<file path="config.mk">
export PLATFORM = sky130hd
export DESIGN_NAME = pbla_cell
export DESIGN_NICKNAME = d
export VERILOG_FILES = /design/src/pbla_pkg.sv /design/src/pbla_cell.sv
export SDC_FILE = /design/constraint.sdc
export NUM_CORES = 1
export LEC_CHECK = 0
export ABC_AREA = 1
export BUFFER_PORTS_ARGS = -buffer_cell sky130_fd_sc_hd__buf_2
export CAP_MARGIN = 20
export CELL_PAD_IN_SITES_DETAIL_PLACEMENT = 0
export CELL_PAD_IN_SITES_GLOBAL_PLACEMENT = 1
export CORE_MARGIN = 4
export CORE_UTILIZATION = 29
export CTS_BUF_LIST = sky130_fd_sc_hd__clkbuf_8
export DETAILED_ROUTE_END_ITERATION = 6
export PLACE_DENSITY_LB_ADDON = 0.1
export SETUP_SLACK_MARGIN = 0.05
export SYNTH_ARGS = -nofsm -noshare
export SYNTH_HDL_FRONTEND = slang
export SYNTH_SLANG_ARGS = --single-unit
export TNS_END_PERCENT = 5
</file>
<file path="constraint.sdc">
create_clock -name clk -period 3.7 [get_ports clk]
set_input_delay 1.11 -clock clk [delete_from_list [all_inputs] [get_ports clk]]
set_output_delay 1.11 -clock clk [all_outputs]
set_load 0.005 [all_outputs]
</file>
<file path="src/pbla_pkg.sv">
// Shared types and constants for the PCI BAR largest-first allocator.
// No dependencies; compiled first.
`timescale 1ns / 1ps

package pbla_pkg;

	localparam int SLOT_W = 5;
	localparam int BAR_W  = 3;
	localparam int DATA_W = 32;

	localparam int MAX_DEVICES_DEF     = 10;
	localparam int BARS_PER_DEVICE_DEF = 6;

	localparam logic [DATA_W-1:0] MIN_ALIGN = 32'h0000_1000;
	localparam logic [DATA_W-1:0] IO_MASK   = 32'hffff_fffc;
	localparam logic [DATA_W-1:0] MEM_MASK  = 32'hffff_fff0;

	// APB register indexes (paddr[2])
	localparam logic REG_MEM_BASE = 1'b0;
	localparam logic REG_IO_BASE  = 1'b1;

	typedef struct packed {
		logic [DATA_W-1:0] size;
		logic              io;
		logic [SLOT_W-1:0] slot;
		logic [BAR_W-1:0]  bar;
	} entry_t;

	typedef struct packed {
		logic   valid;
		entry_t entry;
	} cell_t;

	// Broadcast to every cell of the sorted chain
	typedef struct packed {
		logic   insert;
		logic   pop;
		logic   clear;
		entry_t new_entry;
	} cell_ctl_t;

endpackage

</file>
<file path="src/pbla_cell.sv">
// One cell of the sorted insertion chain: holds one BAR entry.
// Depends on pbla_pkg.
`timescale 1ns / 1ps

module pbla_cell (
	input  logic               clk,
	input  logic               arst_n,
	input  pbla_pkg::cell_ctl_t ctl,
	input  pbla_pkg::cell_t    prev_cell,
	input  logic               prev_gt,
	input  pbla_pkg::cell_t    next_cell,
	output pbla_pkg::cell_t    cur,
	output logic               gt
);
	import pbla_pkg::*;

	logic   valid_q;
	entry_t entry_q;
	logic   valid_d;
	entry_t entry_d;

	assign cur = '{valid: valid_q, entry: entry_q};

	// New word belongs ahead of this cell (strictly larger, so ties stay in load order)
	assign gt = !valid_q || (ctl.new_entry.size > entry_q.size);

	always_comb begin
		valid_d = valid_q;
		entry_d = entry_q;
		priority if (ctl.clear) begin
			valid_d = 1'b0;
		end else if (ctl.pop) begin
			valid_d = next_cell.valid;
			entry_d = next_cell.entry;
		end else if (ctl.insert && gt && prev_gt) begin
			valid_d = prev_cell.valid;
			entry_d = prev_cell.entry;
		end else if (ctl.insert && gt) begin
			valid_d = 1'b1;
			entry_d = ctl.new_entry;
		end
	end

	always_ff @(posedge clk or negedge arst_n) begin
		if (!arst_n) begin
			valid_q <= 1'b0;
		end else begin
			valid_q <= valid_d;
		end
	end

	always_ff @(posedge clk) begin
		entry_q <= entry_d;
	end

endmodule

</file>
==> impl_metrics.env <==
export IMPL_power_mw=1.296
export IMPL_syn2layout_area_growth_pct=33.27
export IMPL_crit_fanout=2
export IMPL_critPathRequiredTime_ns=2.59
export IMPL_crit_slowest_cell="ha_1"
export IMPL_finalNonFillerCells=846
export IMPL_drtIter0Drc=194
export IMPL_synth_nets=676
export IMPL_cts_max_level=2
export IMPL_synth_main_ff_cell="edfxtp_1"
export IMPL_dp_hpwl_um=8628
export IMPL_worstSetupEndpointType="output pin"
export IMPL_hold_buffers=0
export IMPL_postSynthCellCount=513
export IMPL_vias_per_cell=4.429
export IMPL_leakage_nw=2.789
export IMPL_max_cap_viol_count=0
export IMPL_drive_above_1_share_pct=30.37
export IMPL_netlist_area_um2=3576
export IMPL_cts_tree="built"
export IMPL_synth_cell_types=23
export IMPL_yosysTopAreaCellShare_pct=34.43
export IMPL_pwr_density_cell_nw_per_um2=271.9
export IMPL_clk_latency_ns=0.31
export IMPL_netlist_top_cells_area="edfxtp_1 (34%), nand2_1 (17%), inv_1 (13%), ha_1 (11%), nand4_1 (8.0%)"
export IMPL_layout_common_cells="buf_2 (173), nand2_1 (163), inv_1 (122)"
export IMPL_ant_nets=0
export IMPL_cp_top_family="simple AND/OR/NAND/NOR gates"
export IMPL_setup_ws_ns=0.2183
export IMPL_crit_arrival_ns=2.37
export IMPL_slew_headroom_pct=36.46
export IMPL_cts_made_buffers=5
export IMPL_max_freq_ghz=0.2872
export IMPL_tns_ns=0
export IMPL_cts_repair_resized=0
export IMPL_coreArea_um2=12060
export IMPL_fp_dieArea_um2=14170
export IMPL_cts_sinks=42
export IMPL_ys_seq_area_share_pct=35.13
export IMPL_vias=3747
export IMPL_yosysWarnings=0
export IMPL_ios=174
export IMPL_slowest_delay_ns=0.30
export IMPL_start_util_pct=29.65
export IMPL_port_buffers=173
export IMPL_min_period_ns=3.482
export IMPL_gp_congestion=0.8063
export IMPL_fp_row_count=40
export IMPL_synth_edf_count=41
export IMPL_drc_errors=0
export IMPL_setup_viol=0
export IMPL_root_buffer="clkbuf_8"
export IMPL_antenna_found_initial=3
export IMPL_crit_chain="buf_2 -> ha_1 -> a21o_1 -> nor2_2 -> nand2_2 -> nand2_1 -> nand2_1 -> nand2_1 -> nand2_1 -> nand2_2 -> nand2_4 -> buf_2"
export IMPL_grt_pass1_wl_um=18710
export IMPL_ir_drop_v=0.0001391
export IMPL_dpl_worst_slack_ns=0.1525
export IMPL_track_usage_pct=16.34
export IMPL_cpMostUsedCell="nand2_1"
export IMPL_cts_clk_slew_worst_paths_ns=0.09
export IMPL_grt_max_degree=44
export IMPL_final_nets=837
export IMPL_min_path_type="in2async"
export IMPL_die_h_um=119.0
export IMPL_worstSetupStartpointType="primary input"
export IMPL_first_global_vias=3808
export IMPL_final_common_cell="buf_2"
export IMPL_report_final_hold_viol_count=0
export IMPL_rsz0062_at_grt="false"
export IMPL_dp_cells=835
export IMPL_fin_skew_ns=0.01223
export IMPL_avgSynthCellArea_um2=6.971
export IMPL_outcome="completed"
export IMPL_post_cts_setup_buffer_count=0
export IMPL_synth_seq_cells=42
export IMPL_critPathBufInv=2
export IMPL_worstMarginPinSlew_ns=0.9531
export IMPL_wl_per_cell_um=13.86
export IMPL_synth_area_leader_cell="edfxtp_1"
export IMPL_final_max_slew_violation_count=0
export IMPL_overflow=0
export IMPL_clockBufferDepth=2
export IMPL_crit_type="in2out"
export IMPL_finalWirelength_um=11720
export IMPL_firstDrtPassIters=4
export IMPL_timing_final_crit_share_pct=94.10
export IMPL_die_x_um=119.0
export IMPL_async_flop_share_pct=2.381
==> metal layers <==
metal  part of all wire, %  GRT usage [%]
met4                   2.1          4.996
met5                     0              0
met2                    47          28.05
met3                   7.3          4.036
met1                    43          20.14
==> per-stage QoR <==
step	util [%]	hold slack [ns]	area (µm²)
after floorplan	-	0.5699	3587
after global placement	38.26	0.6020	4614
after detailed placement	38.26	0.6155	4614
after CTS	38.93	0.5436	4696
after global routing	39.51	0.5369	4766
final	39.51	0.5561	4766
==> area by class of cell <==
| cell class | count | area, µm² |
|---|---|---|
| fillers | 1330 | 7296 |
| multi-input cells | 320 | 1778 |
| flip-flops and latches | 42 | 1256 |
| repair buffers | 182 | 970.9 |
| inverters | 123 | 461.7 |
| well taps | 168 | 210.2 |
| clock buffers | 5 | 68.82 |
| clock inverters | 3 | 12.51 |
| diodes | 3 | 7.507 |
==> sequential cells by signal, indices dropped and copies added, names as in the netlist <==
| signal | cells |
|---|---|
| valid_q | 1 |
| cur | 41 |
==> cell families after synthesis <==
group / after synthesis / synth area share (%)
buffers and inverters: 151 / 17.21
AOI/OAI and AO/OA: 18 / 2.659
DFF: 42 / 35.13
and+or+nand+nor: 270 / 33.80
adders and majority gates: 32 / 11.20
==> Yosys cell counts (3+ instances only) <==
master      n
buf_2       3
a21oi_1    14
ha_1       32
nand3_1    43
clkbuf_1   14
nor2_1     12
nand4_1    46
buf_1       3
inv_1     121
buf_4       4
buf_6       4
nand2_1   165
edfxtp_1   41
==> final timing paths <==
| check | end | slack (ns) | from | cells after the start |
|---|---|---|---|---|
| worst max register to register | cur[28]$_DFFE_PP_ | 1.06 | cur[32]$_DFFE_PP_ | 15 |
| worst min-delay path | valid_q$_DFFE_PN0P_ | 0.56 | arst_n | 1 |
| max in group asynchronous | valid_q$_DFFE_PN0P_ | 3.06 | arst_n | 1 |
| worst max-delay path | gt | 0.22 | ctl[16] | 12 |
| min in group clk | valid_q$_DFFE_PN0P_ | 0.62 | valid_q$_DFFE_PN0P_ | 2 |
| worst min register to register | valid_q$_DFFE_PN0P_ | 0.62 | valid_q$_DFFE_PN0P_ | 2 |
==> worst reg2reg max path: stages (launching register included) <==
cell and delay, ns:
edfxtp_1 0.37, inv_1 0.05, ha_1 0.28, nand2_1 0.08
nor2_1 0.14, nand4_1 0.11, nor2_2 0.11, nand2_1 0.06
nand2_1 0.07, nand2_2 0.07, nand2_4 0.07, buf_4 0.28
buf_4 0.38, nand4_1 0.14, nand3_1 0.13, nand2_1 0.06
==> report_power, final <==
part	leakage, nW	internal (mW)	switching, mW
logic	2.33	0.176	0.234
clock network	0.0468	0.128	0.172
registers	0.408	0.569	0.0161
Note: power is estimated with default switching activity, not from simulation.
